File: config.mk
export PLATFORM = sky130hd
export DESIGN_NAME = ibwt_front
export DESIGN_NICKNAME = d
export VERILOG_FILES = /design/src/hdl/ibwt_pkg.sv /design/src/hdl/ibwt_front.sv
export SDC_FILE = /design/constraint.sdc
export NUM_CORES = 1
export LEC_CHECK = 0
export BUFFER_PORTS_ARGS = -buffer_cell sky130_fd_sc_hd__buf_2
export CAP_MARGIN = 20
export CELL_PAD_IN_SITES_DETAIL_PLACEMENT = 1
export CELL_PAD_IN_SITES_GLOBAL_PLACEMENT = 1
export CORE_MARGIN = 2
export CORE_UTILIZATION = 43
export DETAILED_ROUTE_END_ITERATION = 8
export GPL_ROUTABILITY_DRIVEN = 1
export PLACE_DENSITY = 0.82
export SYNTH_ARGS = -nofsm -noshare
export SYNTH_HDL_FRONTEND = slang
export SYNTH_SLANG_ARGS = --single-unit
File: constraint.sdc
create_clock -name clk_i -period 3 [get_ports clk_i]
set_clock_uncertainty 0.15 [all_clocks]
set_input_delay 0.6 -clock clk_i [delete_from_list [all_inputs] [get_ports clk_i]]
set_output_delay 0.6 -clock clk_i [all_outputs]
set_load 0.02 [all_outputs]
File: src/hdl/ibwt_pkg.sv
// Shared types and constants of the inverse BWT block.
// Depends on nothing; every other file but ibwt_ram refers to it by scoped names.
package ibwt_pkg;

  localparam int BlockMax = 65536;
  localparam int AddrW    = $clog2(BlockMax);
  localparam int LenW     = AddrW + 1;
  localparam int CntW     = AddrW + 1;
  localparam int SymN     = 256;

  typedef enum logic [1:0] {
    ST_DATA   = 2'd0,
    ST_ACCEPT = 2'd1,
    ST_REJECT = 2'd2,
    ST_EMPTY  = 2'd3
  } status_e;

  typedef enum logic {
    REQ_LOAD  = 1'b0,
    REQ_DRAIN = 1'b1
  } req_e;

  // One request as it travels from the front to the back.
  typedef struct packed {
    req_e        req;
    logic [7:0]  data;
    logic        last;
    logic [15:0] origin;
  } item_t;

  typedef enum logic [3:0] {
    BK_IDLE,
    BK_LD_WR,
    BK_PFX_RD,
    BK_PFX_WR,
    BK_WK_RD,
    BK_WK_CNT,
    BK_WK_NXT,
    BK_RES,
    BK_DRN_OUT
  } back_state_e;

endpackage

File: src/hdl/ibwt_front.sv
// Front end: accepts requests and holds them in a two-entry queue.
// Depends on ibwt_pkg.
module ibwt_front (
  input  logic            clk_i,
  input  logic            rst_ni,
  input  logic            in_valid_i,
  output logic            in_ready_o,
  input  logic            req_type_i,
  input  logic [7:0]      data_byte_i,
  input  logic            is_last_i,
  input  logic [15:0]     origin_index_i,
  output logic            q_valid_o,
  input  logic            q_pop_i,
  output ibwt_pkg::item_t q_item_o
);

  ibwt_pkg::item_t slot_q [2];
  logic            wptr_q, rptr_q;
  logic [1:0]      cnt_q;
  logic            push;
  ibwt_pkg::item_t new_item;

  // Classify the incoming request.
  always_comb begin
    new_item.req    = req_type_i ? ibwt_pkg::REQ_DRAIN : ibwt_pkg::REQ_LOAD;
    new_item.data   = data_byte_i;
    new_item.last   = is_last_i;
    new_item.origin = origin_index_i;
  end

  assign in_ready_o = (cnt_q != 2'd2);
  assign push       = in_valid_i && in_ready_o;
  assign q_valid_o  = (cnt_q != 2'd0);
  assign q_item_o   = slot_q[rptr_q];

  // Queue storage.
  always_ff @(posedge clk_i) begin
    if (push) begin
      slot_q[wptr_q] <= new_item;
    end
  end

  // Queue pointers and fill level.
  always_ff @(posedge clk_i or negedge rst_ni) begin
    if (!rst_ni) begin
      wptr_q <= 1'b0;
      rptr_q <= 1'b0;
      cnt_q  <= 2'd0;
    end else begin
      if (push) wptr_q <= ~wptr_q;
      if (q_pop_i) rptr_q <= ~rptr_q;
      cnt_q <= cnt_q + {1'b0, push} - {1'b0, q_pop_i};
    end
  end

endmodule

Yosys cells after proc, flatten, opt, wreduce, memory -nomap -nowiden
Memories as Yosys holds them, arrays and structs flattened.
Cells that the tools add are included.
{ "op_classes": {"add_sub_neg": 2, "multipliers": 0, "div_mod_pow": 0, "order_cmp": 0, "n_eq_ne": 1, "shift": 0, "mux": 3, "bitwise": 2, "n_reduce_logical": 2} }
{ "op_table": {"columns": ["cell", "n"], "rows": [
  ["1-bit 2-to-1 mux", 3],
  ["2-bit by 1-bit adder with 2-bit output", 1],
  ["2-bit != test (second input constant)", 1],
  ["1-bit NOT", 2],
  ["2-bit nonzero test", 1],
  ["2-bit by 1-bit subtractor with 2-bit output", 1],
  ["1-bit logical AND", 1]
]} }
{ "totals": {"register_bits": 4, "latchBits": 0, "ram_bits": 52, "rom_bits": 0, "inputBits": 30, "out_inout_bits": 28, "wordCells": 14, "memories": 1} }
{ "memory_table": {"columns": ["name", "depth", "width", "read_ports", "rd_clocked_by_memory_dff", "write_ports", "line_no", "rtl"], "rows": [
  ["slot_q", 2, 26, 1, 0, 1, "ibwt_front.sv:17", "ibwt_pkg::item_t slot_q [2];"]
]} }

Longest topological paths before layout
Gate-level depths: netlist of the first run.
{ "depth": {"ltp_word": 4, "depth_mapped": 5, "ltp_nobuf": 5} }

Worst setup path after synthesis of the first run
OpenSTA, ideal clock, no wires.
{ "synth_timing": {"path_type": "reg-to-reg", "startpoint": "register cnt_q[1]", "endpoint": "memory slot_q[0][0] in the netlist's numbering (enable)", "setup_ns": 0.409, "arrival_ns": 1.904, "t_required_ns": 2.441, "setup_slack_ns": 0.537, "path_stages_with_launch": 4, "n_path_buf": 0, "synth_period_minus_slack_ns": 2.463, "path_cell_list": "dfrtp_1 nand2b_1 nand2_1 nor2_1"} }
{ "synth_between": {"elab_chain_cells": 4} }
{ "synth_rtl": {"columns": ["element", "line_no", "rtl"], "rows": [
  ["start, declared", "ibwt_front.sv:19", "logic [1:0] cnt_q;"],
  ["start signal, assigned", "ibwt_front.sv:52", "cnt_q <= cnt_q + {1'b0, push} - {1'b0, q_pop_i};"],
  ["2-bit != test", "ibwt_front.sv:31", "assign in_ready_o = (cnt_q != 2'd2);"],
  ["net in_ready_o", "ibwt_front.sv:7", "output logic in_ready_o,"],
  ["1-bit logical AND", "ibwt_front.sv:32", "assign push = in_valid_i && in_ready_o;"],
  ["1-bit 2-to-1 mux", "ibwt_front.sv:38", "if (push) begin"],
  ["1-bit 2-to-1 mux (implied by the code)", "ibwt_front.sv:39", "slot_q[wptr_q] <= new_item;"],
  ["end, declared", "ibwt_front.sv:17", null]
]} }
The timed path passes the listed nets, and every way through them passes these cells.

==> impl_metrics.ini, run 1 <==
[global_route]
grt_usage_pct = 14.00
grt_pass1_vias = 1166
grt_pass1_wl_um = 5554
grt_max_degree = 27
grt_overflow = 0
antenna_found_initial = 0

[clock_tree]
cts_tree = done
cts_buffer_depth = 2
clk-insertion-delay-late_ns = 0.29
cts.clk_slew.worst_paths_ns = 0.09
numCtsBuffers = 5
root_buffer = clkbuf_8
cts_sinks = 56
htree_levels = 2
post_cts_buffers = 0

[synth]
syn-num-nets = 129
ys_warn_count = 0
synthArstFlopShare_pct = 7.143
syn-instance-count = 98
synth_top_area_share_pct = 72.14
yosysMostFrequentCell = edfxtp_1
synth_area_um2 = 2165
syn_avg_cell_area_um2 = 22.09
netlist_top_cells_count = edfxtp_1 (52), mux2_4 (19), mux2_1 (7), dfrtp_1 (4)
synth_cell_types = 16
synth_flop_cell = edfxtp_1
synth.ff_latch_count = 56
ys_top_cells_by_area = edfxtp_1 (72%), mux2_4 (13%), dfrtp_1 (4.6%), mux2_1 (3.6%), buf_6 (1.6%)
yosysTopAreaCell = edfxtp_1
ys_seq_area_share_pct = 76.76
synth_edf_count = 52

[sta]
relSlewSlack_pct = 62.86
rsz0062_at_grt = no
fin_tns_setup_ns = 0
setup_viol_count_final = 0
worst_pin_slew_ns = 0.5565
period_minus_slack_ns = 2.515
final-hold-violation-count = 0
fmax_ghz = 0.3976
period_share_pct = 83.85
finalMaxSlewViolations = 0

[routing]
first_iter_violations = 96
drc = 0
routed_wl_um = 3649
vias_per_cell = 4.649
vias = 1074
wl_per_cell_um = 15.80
drt_first_pass_iters = 3
final_antenna_net_count = 0

[worst_setup_path]
end_kind = output port
required_ns = 2.25
critPathArrivalTime_ns = 1.77
worstSetupPathType = reg -> out
crit_path_start_kind = flop
critPathMaxFanout = 19

[floorplanning]
die_h_um = 74.95
pin_count = 58
rows = 25
core_um2 = 4786
initial_utilization_pct = 45.23
die_area_um2 = 5618
dieWidth_um = 74.95

[placement]
port_buffers = 57
place_congestion = 0.6301
hpwl_um = 2694

[min_path]
min_path_type = in -> reg

[run]
drv_cap = 0

[finish]
area_delta_synth_final_pct = 21.39
layout-drive-gt1-share_pct = 53.66
final_util_pct = 54.90
nets = 194
diodes = 0

[pwr]
power_density_nw_per_um2 = 946.1
peakVddDrop_v = 0.0004009
total_leakage_power_uw = 0.001047

[run_status]
status = complete, no violations
routing by layer:
| layer | GRT usage [%] | part of all wire [%] |
|---|---|---|
| met5 | 0 | 0 |
| met2 | 23.78 | 51 |
| met1 | 15.98 | 40 |
| met4 | 5.357 | 0.66 |
| met3 | 5.489 | 8.3 |
state kept, by name, indices dropped and copies added (netlist names):
signal  count
cnt_q       2
rptr_q      1
slot_q     52
wptr_q      1
critical path: stages (launching register included):
cell and delay [ns]:
dfrtp_1 0.69, buf_12 0.25, mux2_1 0.35, buf_2 0.17
cell usage in the layout, fill, tap and decap left out, drive strengths merged:
cell         Yosys  final
nand2            1      1
clkbuf           0      7
nand2b           1      1
and3             1      1
xnor2            3      3
a21bo            1      1
dfrtp            4      4
a21oi            1      1
xor2             1      1
or2              1      1
dlygate4sd3      0      1
edfxtp          52     52
ha               1      1
buf              3     60
nor3b            1      1
mux2            26     26
nor2             1      1
clkinv           0      1
power breakdown:
group          internal, uW  switching (uW)  total, uW  leakage (uW)
Combinational           427             519        946      0.000477
Clock                   163             213        376     0.0000399
Sequential             1070            92.2       1160      0.000530
stage by stage:
stage / hold slack, ns / area, um2 / setup WS (ns) / instances / total power [uW]
floorplan: 0.1544 / 2165 / 0.5369 / 98 / 1866
global placement: 0.2620 / 2537 / 0.8598 / 222 / 2106
detailed placement: 0.2702 / 2537 / 0.7611 / 222 / 2150
CTS: 0.3218 / 2628 / 0.4296 / 231 / 2527
global route: 0.3189 / 2628 / 0.3813 / 231 / 2617
finish: 0.3370 / 2628 / 0.4846 / 231 / 2486
area by class of cell:
type | instances | area (um2)
Multi-Input combinational cell | 39 | 471.7
Fill cell | 469 | 2158
Clock buffer | 7 | 76.32
Timing Repair Buffer | 61 | 330.3
Tap cell | 67 | 83.83
Clock inverter | 1 | 3.754
Sequential cell | 56 | 1662
cell families after synthesis:
| kind of cell | count (synthesis) | synth area share, % |
|---|---|---|
| buffers and inverters | 3 | 1.561 |
| AO/OA/AOI/OAI | 2 | 0.8671 |
| multiplexers | 26 | 16.82 |
| flip-flops | 56 | 76.76 |
| AND/OR/NAND/NOR | 6 | 1.792 |
| XOR/XNOR | 4 | 1.619 |
| adder cells (fa/ha/maj) | 1 | 0.5779 |
final timing paths:
path	startpoint	end	slack (ns)	cells after the start
worst max register to register	cnt_q[1]	slot_q[0][9]	1.01	4
worst max-delay path	rptr_q	q_item_o[1]	0.48	3
max in group asynchronous	rst_ni	cnt_q[1]	2.09	2
worst min register to register	wptr_q	wptr_q	0.37	1
worst min-delay path	data_byte_i[5]	slot_q[0][22]	0.34	1
min in group asynchronous	rst_ni	wptr_q	0.48	2
repair_timing:
action                                  CTS  global route
hold buffers                              1             0
resized for setup                         0             0
endpoints found under the hold margin     4             0
endpoints found under the setup margin    0             0
No activity file was read; power rests on OpenSTA's default activity.
==> inputs of run 2 (changes only) <==
ABC_AREA = 1   (was unset)
PLACE_DENSITY = 0.83   (was 0.82)
clock period = 2.6 ns   (was 3 ns; I/O delays follow)
==> run 2 against run 1 <==
  * Worst setup slack got worse by 0.19 ns
  * First-iteration DRC count decreased by 51%
  * Cell count grew 4.8%
  * Synthesized area rose by 0.87%
  * Largest power group unchanged
  * Largest cell class unchanged
  * Critical endpoint is now q_item_o[17]
==> impl_metrics.ini, run 2 <==
[run_status]
status = complete, no violations

[worst_setup_path]
crit_path_start_kind = flop
end_kind = output port
cp.depth = 3
rr_worst_depth = 5
critPathArrivalTime_ns = 1.64
required_ns = 1.93
slowest_stage = dfrtp_1
path_delay_family = flip-flops
r2r-start = cnt_q[0]
worstSetupPathType = reg -> out
worstPathCellList = buf_4, mux2_4, buf_2
critical-path-max-stage-delay_ns = 0.56
crit_start = rptr_q
path_buf_inv = 2
critPathMaxFanout = 9

[global_route]
use_met3_pct = 4.418
gr-usage-met1_pct = 16.10
grt_usage_pct = 15.09
grt_pass1_wl_um = 6016
grt_max_degree = 26
busiest_layer = met2
antenna_found_initial = 0
met2_usage_pct = 27.97
grt_overflow = 0
grt_pass1_vias = 1260

[floorplanning]
initial_utilization_pct = 45.32
dieWidth_um = 75.26
rows = 25
die_h_um = 75.26
core_um2 = 4817
pin_count = 58
die_area_um2 = 5663

[sta]
fmax_ghz = 0.4330
fin_tns_setup_ns = 0
period_minus_slack_ns = 2.309
rsz0062_at_grt = no
relSlewSlack_pct = 70.14
period_share_pct = 88.82
setup_viol_count_final = 0
finalMaxSlewViolations = 0
final-hold-violation-count = 0
worst_pin_slew_ns = 0.4475

[finish]
nFillCells = 486
layout_common_cells = buf_2 (57), edfxtp_1 (52), mux2_4 (19)
largest_reg_flops = 52
multiInputGateArea_um2 = 456.7
final_util_pct = 55.09
largest_register = slot_q
layout_commonest_cell = buf_2
nets = 205
area_delta_synth_final_pct = 21.55
layout-drive-gt1-share_pct = 54.86
top_regs = slot_q x52, cnt_q x2
diodes = 0
seq_area_um2 = 1662

[pwr]
total_leakage_power_uw = 0.001090
peakVddDrop_v = 0.0005826
switching_share_pct = 33.94
pwr-share-comb_pct = 39.5
p_int_uw = 1929
power_density_nw_per_um2 = 1100
p_switching_uw = 990.9
clkPwrFrac_pct = 15.3
p_seq_share_pct = 45.2

[routing]
wl_per_cell_um = 15.98
drt_first_pass_iters = 4
final_antenna_net_count = 0
vias = 1136
drc = 0
vias_per_cell = 4.694
first_iter_violations = 47
routed_wl_um = 3867

[min_path]
min_from = origin_index_i[15]
min_path_type = in -> reg
whs_path_depth = 1

[synth]
synth_edf_count = 52
synth.ff_latch_count = 56
synth_area_um2 = 2183
syn-num-nets = 139
ys_top_cells_by_area = edfxtp_1 (72%), mux2_4 (13%), dfrtp_1 (4.6%), mux2_2 (3.6%), buf_12 (1.8%)
synth_flop_cell = edfxtp_1
synth_cell_types = 14
synthArstFlopShare_pct = 7.143
yosysMostFrequentCell = edfxtp_1
synth_top_area_share_pct = 71.52
ys_seq_area_share_pct = 76.10
ys_warn_count = 0
yosysTopAreaCell = edfxtp_1
syn_avg_cell_area_um2 = 20.22
syn-instance-count = 108
netlist_top_cells_count = edfxtp_1 (52), mux2_4 (19), nand2_1 (10), mux2_2 (7), inv_1 (5)

[clock_tree]
cts.clk_slew.worst_paths_ns = 0.09
cts_sinks = 56
htree_levels = 2
numCtsBuffers = 5
cts_buffer_depth = 2
clk-insertion-delay-late_ns = 0.30
cts_tree = done
cts_resized = 0
root_buffer = clkbuf_8

[placement]
place_congestion = 0.6372
hpwl_um = 2850
port_buffers = 57

[run]
drv_cap = 0
run 2: cell count changes in the layout (fill, tap and decap cells not counted), sizes merged, moves of 2 or more:
cell	before	now
clkbuf	7	5
xnor2	3	0
nand2	1	10
inv	0	5
clkinv	1	3
nor2	1	3
run 2: power groups by stage:
stage          sequential (uW)  combinational, uW  clock [uW]
2_1_floorplan             1300                896           0
3_3_place_gp              1320               1140           0
3_5_place_dp              1350               1180           0
4_1_cts                   1330               1180         465
5_1_grt                   1350               1240         500
6_report                  1320               1150         445
run 2: worst register-to-register path, stage by stage (launching register included):
cell and delay, ns:
dfrtp_1 0.37, inv_1 0.06, nand2_1 0.13, nand2_1 0.14, nor2_2 0.38, buf_12 0.24
run 2: worst paths after layout:
check | endpoint | slack (ns)
min reg2reg | cnt_q[0] | 0.38
max reg2reg | slot_q[0][21] | 0.84
max in group asynchronous | cnt_q[1] | 1.78
max | q_item_o[17] | 0.29
min | slot_q[0][15] | 0.25
min in group asynchronous | wptr_q | 0.40
run 2: logic make-up (layout without fill, tap and decap cells):
group / Yosys count / after routing / synth area share [%]
AO/OA/AOI/OAI: 1 / 1 / 0.2290
AND/OR/NAND/NOR: 15 / 15 / 2.808
adder cells (fa/ha/maj): 1 / 1 / 0.5730
XOR/XNOR: 1 / 1 / 0.4012
buffers and inverters: 8 / 75 / 3.209
flip-flops: 56 / 56 / 76.10
multiplexers: 26 / 26 / 16.68
run 2: cell type report:
| cell class | count | share of cell area, % |
|---|---|---|
| clock buffer | 5 | 2.593 |
| sequential | 56 | 62.61 |
| tap | 67 | 3.159 |
| inverter | 5 | 0.7072 |
| timing repair buffer | 62 | 13.20 |
| multi-input combinational | 44 | 17.21 |
| clock inverter | 3 | 0.5186 |
run 2: per-layer routing:
layer / vias to the layer above / part of all wire [%]
met3: 7 / 5.8
met4: 0 / 1.7
met5: - / 0
met2: 42 / 53
met1: 557 / 40
li1: 530 / -
run 2: metrics by stage:
stage	hold slack, ns	power (uW)	instances	cell area (um2)	setup WS (ns)
2_1_floorplan	0.07441	2197	108	2183	0.1484
4_1_cts	0.2387	2970	242	2654	0.2498
5_1_grt	0.2345	3089	242	2654	0.1989
6_report	0.2515	2920	242	2654	0.2906
3_5_place_dp	0.1842	2523	233	2561	0.6018
3_3_place_gp	0.1785	2464	233	2561	0.6409
run 2: timing repair:
item                                   CTS  global route
setup buffers                            0             0
hold buffers                             1             0
endpoints found under the hold margin    4             0
==> inputs of run 3 (changes only) <==
CORE_MARGIN = unset   (was 2)
==> run 3 against run 2 <==
  * Die area shrank 5.2%
  * Power is 0.56% lower
  * Via count up 1.7%
  * Non-clock buffer count increased by 1
  * Worst setup slack improved by 0.048 ns
  * Sequential power barely moved
  * Highest routed layer unchanged
==> impl_metrics.ini, run 3 (synthesis results as in run 2) <==
[pwr]
p_switching_uw = 983.7
p_seq_share_pct = 45.3
p_int_uw = 1920
total_leakage_power_uw = 0.001088
pwr-share-comb_pct = 39.8
peakVddDrop_v = 0.0004390
switching_share_pct = 33.88
clkPwrFrac_pct = 14.9
power_uw = 2904
power_density_nw_per_um2 = 1098

[sta]
fmax_ghz = 0.4422
relSlewSlack_pct = 75.58
rsz0062_at_grt = no
fin_tns_setup_ns = 0
worst_pin_slew_ns = 0.3658
setup_viol_count_final = 0
final-hold-violation-count = 0
period_share_pct = 86.99
finalMaxSlewViolations = 0
period_minus_slack_ns = 2.262

[worst_setup_path]
required_ns = 1.93
critPathArrivalTime_ns = 1.59
worstSetupPathType = reg -> out
crit_path_start_kind = flop
end_kind = output port
critPathMaxFanout = 21

[finish]
nets = 206
layout_common_cells = buf_2 (57), edfxtp_1 (52), mux2_4 (19)
largest_register = slot_q
top_regs = slot_q x52, cnt_q x2
final_cell_area_um2 = 2644
layout-drive-gt1-share_pct = 54.86
fin_cells = 242
diodes = 0
area_delta_synth_final_pct = 21.09
largest_reg_flops = 52
layout_commonest_cell = buf_2

[floorplanning]
die_h_um = 73.26
initial_utilization_pct = 45.32
dieWidth_um = 73.26
core_um2 = 4817
pin_count = 58
rows = 25
die_area_um2 = 5366

[min_path]
min_path_type = in -> reg

[global_route]
antenna_found_initial = 0
grt_overflow = 0
use_met3_pct = 4.938
busiest_layer = met2
grt_pass1_wl_um = 5996
grt_max_degree = 22
met2_usage_pct = 27.06
grt_usage_pct = 15.59
gr-usage-met1_pct = 17.55
grt_pass1_vias = 1248

[clock_tree]
post_cts_buffers = 0
cts_hold_buf = 1
root_buffer = clkbuf_8
cts_sinks = 56
cts.clk_slew.worst_paths_ns = 0.09
numCtsBuffers = 5
clk-insertion-delay-late_ns = 0.29
cts_buffer_depth = 2
htree_levels = 2
cts_resized = 0
cts_tree = done

[routing]
final_antenna_net_count = 0
vias = 1155
first_iter_violations = 47
vias_per_cell = 4.773
wl_per_cell_um = 15.86
routed_wl_um = 3838
drc = 0
drt_first_pass_iters = 4

[placement]
hpwl_um = 2957
place_congestion = 0.6179
port_buffers = 57
dp.cells = 234
placed_area_um2 = 2556

[run]
drv_cap = 0

[run_status]
status = complete, no violations
## run 3: final cells by class
cell class / count / area, um2
flip-flops and latches: 56 / 1662
well taps: 67 / 83.83
clock inverters: 1 / 5.005
clock buffers: 6 / 72.57
repair buffers: 63 / 345.3
multi-input cells: 44 / 456.7
fillers: 491 / 2173
inverters: 5 / 18.77
## run 3: path summary, 6_finish.rpt
kind | from | to | slack, ns | depth (start not counted)
worst max-delay path | rptr_q | q_item_o[3] | 0.34 | 3
worst max register to register | cnt_q[0] | slot_q[1][6] | 0.79 | 5
min in group asynchronous | rst_ni | cnt_q[1] | 0.41 | 2
worst min register to register | cnt_q[0] | cnt_q[0] | 0.37 | 1
worst min-delay path | data_byte_i[2] | slot_q[0][19] | 0.25 | 1
max in group asynchronous | rst_ni | wptr_q | 1.77 | 2
## run 3: power by group through the flow
stage | sequential, uW | clock, uW | combinational, uW
5_1_grt | 1340 | 478 | 1240
6_report | 1320 | 432 | 1160
3_3_place_gp | 1320 | 0 | 1130
2_1_floorplan | 1300 | 0 | 896
4_1_cts | 1320 | 448 | 1180
3_5_place_dp | 1340 | 0 | 1170
## run 3: through the flow
step	hold slack, ns	utilization [%]	worst slack, ns
after floorplan	0.07441	-	0.1484
after global placement	0.1808	53.06	0.6784
after detailed placement	0.1864	53.06	0.6395
after CTS	0.2419	54.88	0.2967
after global routing	0.2410	54.88	0.2378
final	0.2546	54.88	0.3384
## run 3: routing by layer
layer  part of all wire, %  vias up
met5                     0        -
met4                   1.8        0
met3                   5.8        8
met2                    52       44
met1                    40      567
li1                      -      536
## run 3: critical path: stages (launching register included)
cell     delay [ns]
dfrtp_1        0.54
buf_12         0.25
mux2_2         0.35
buf_2          0.16
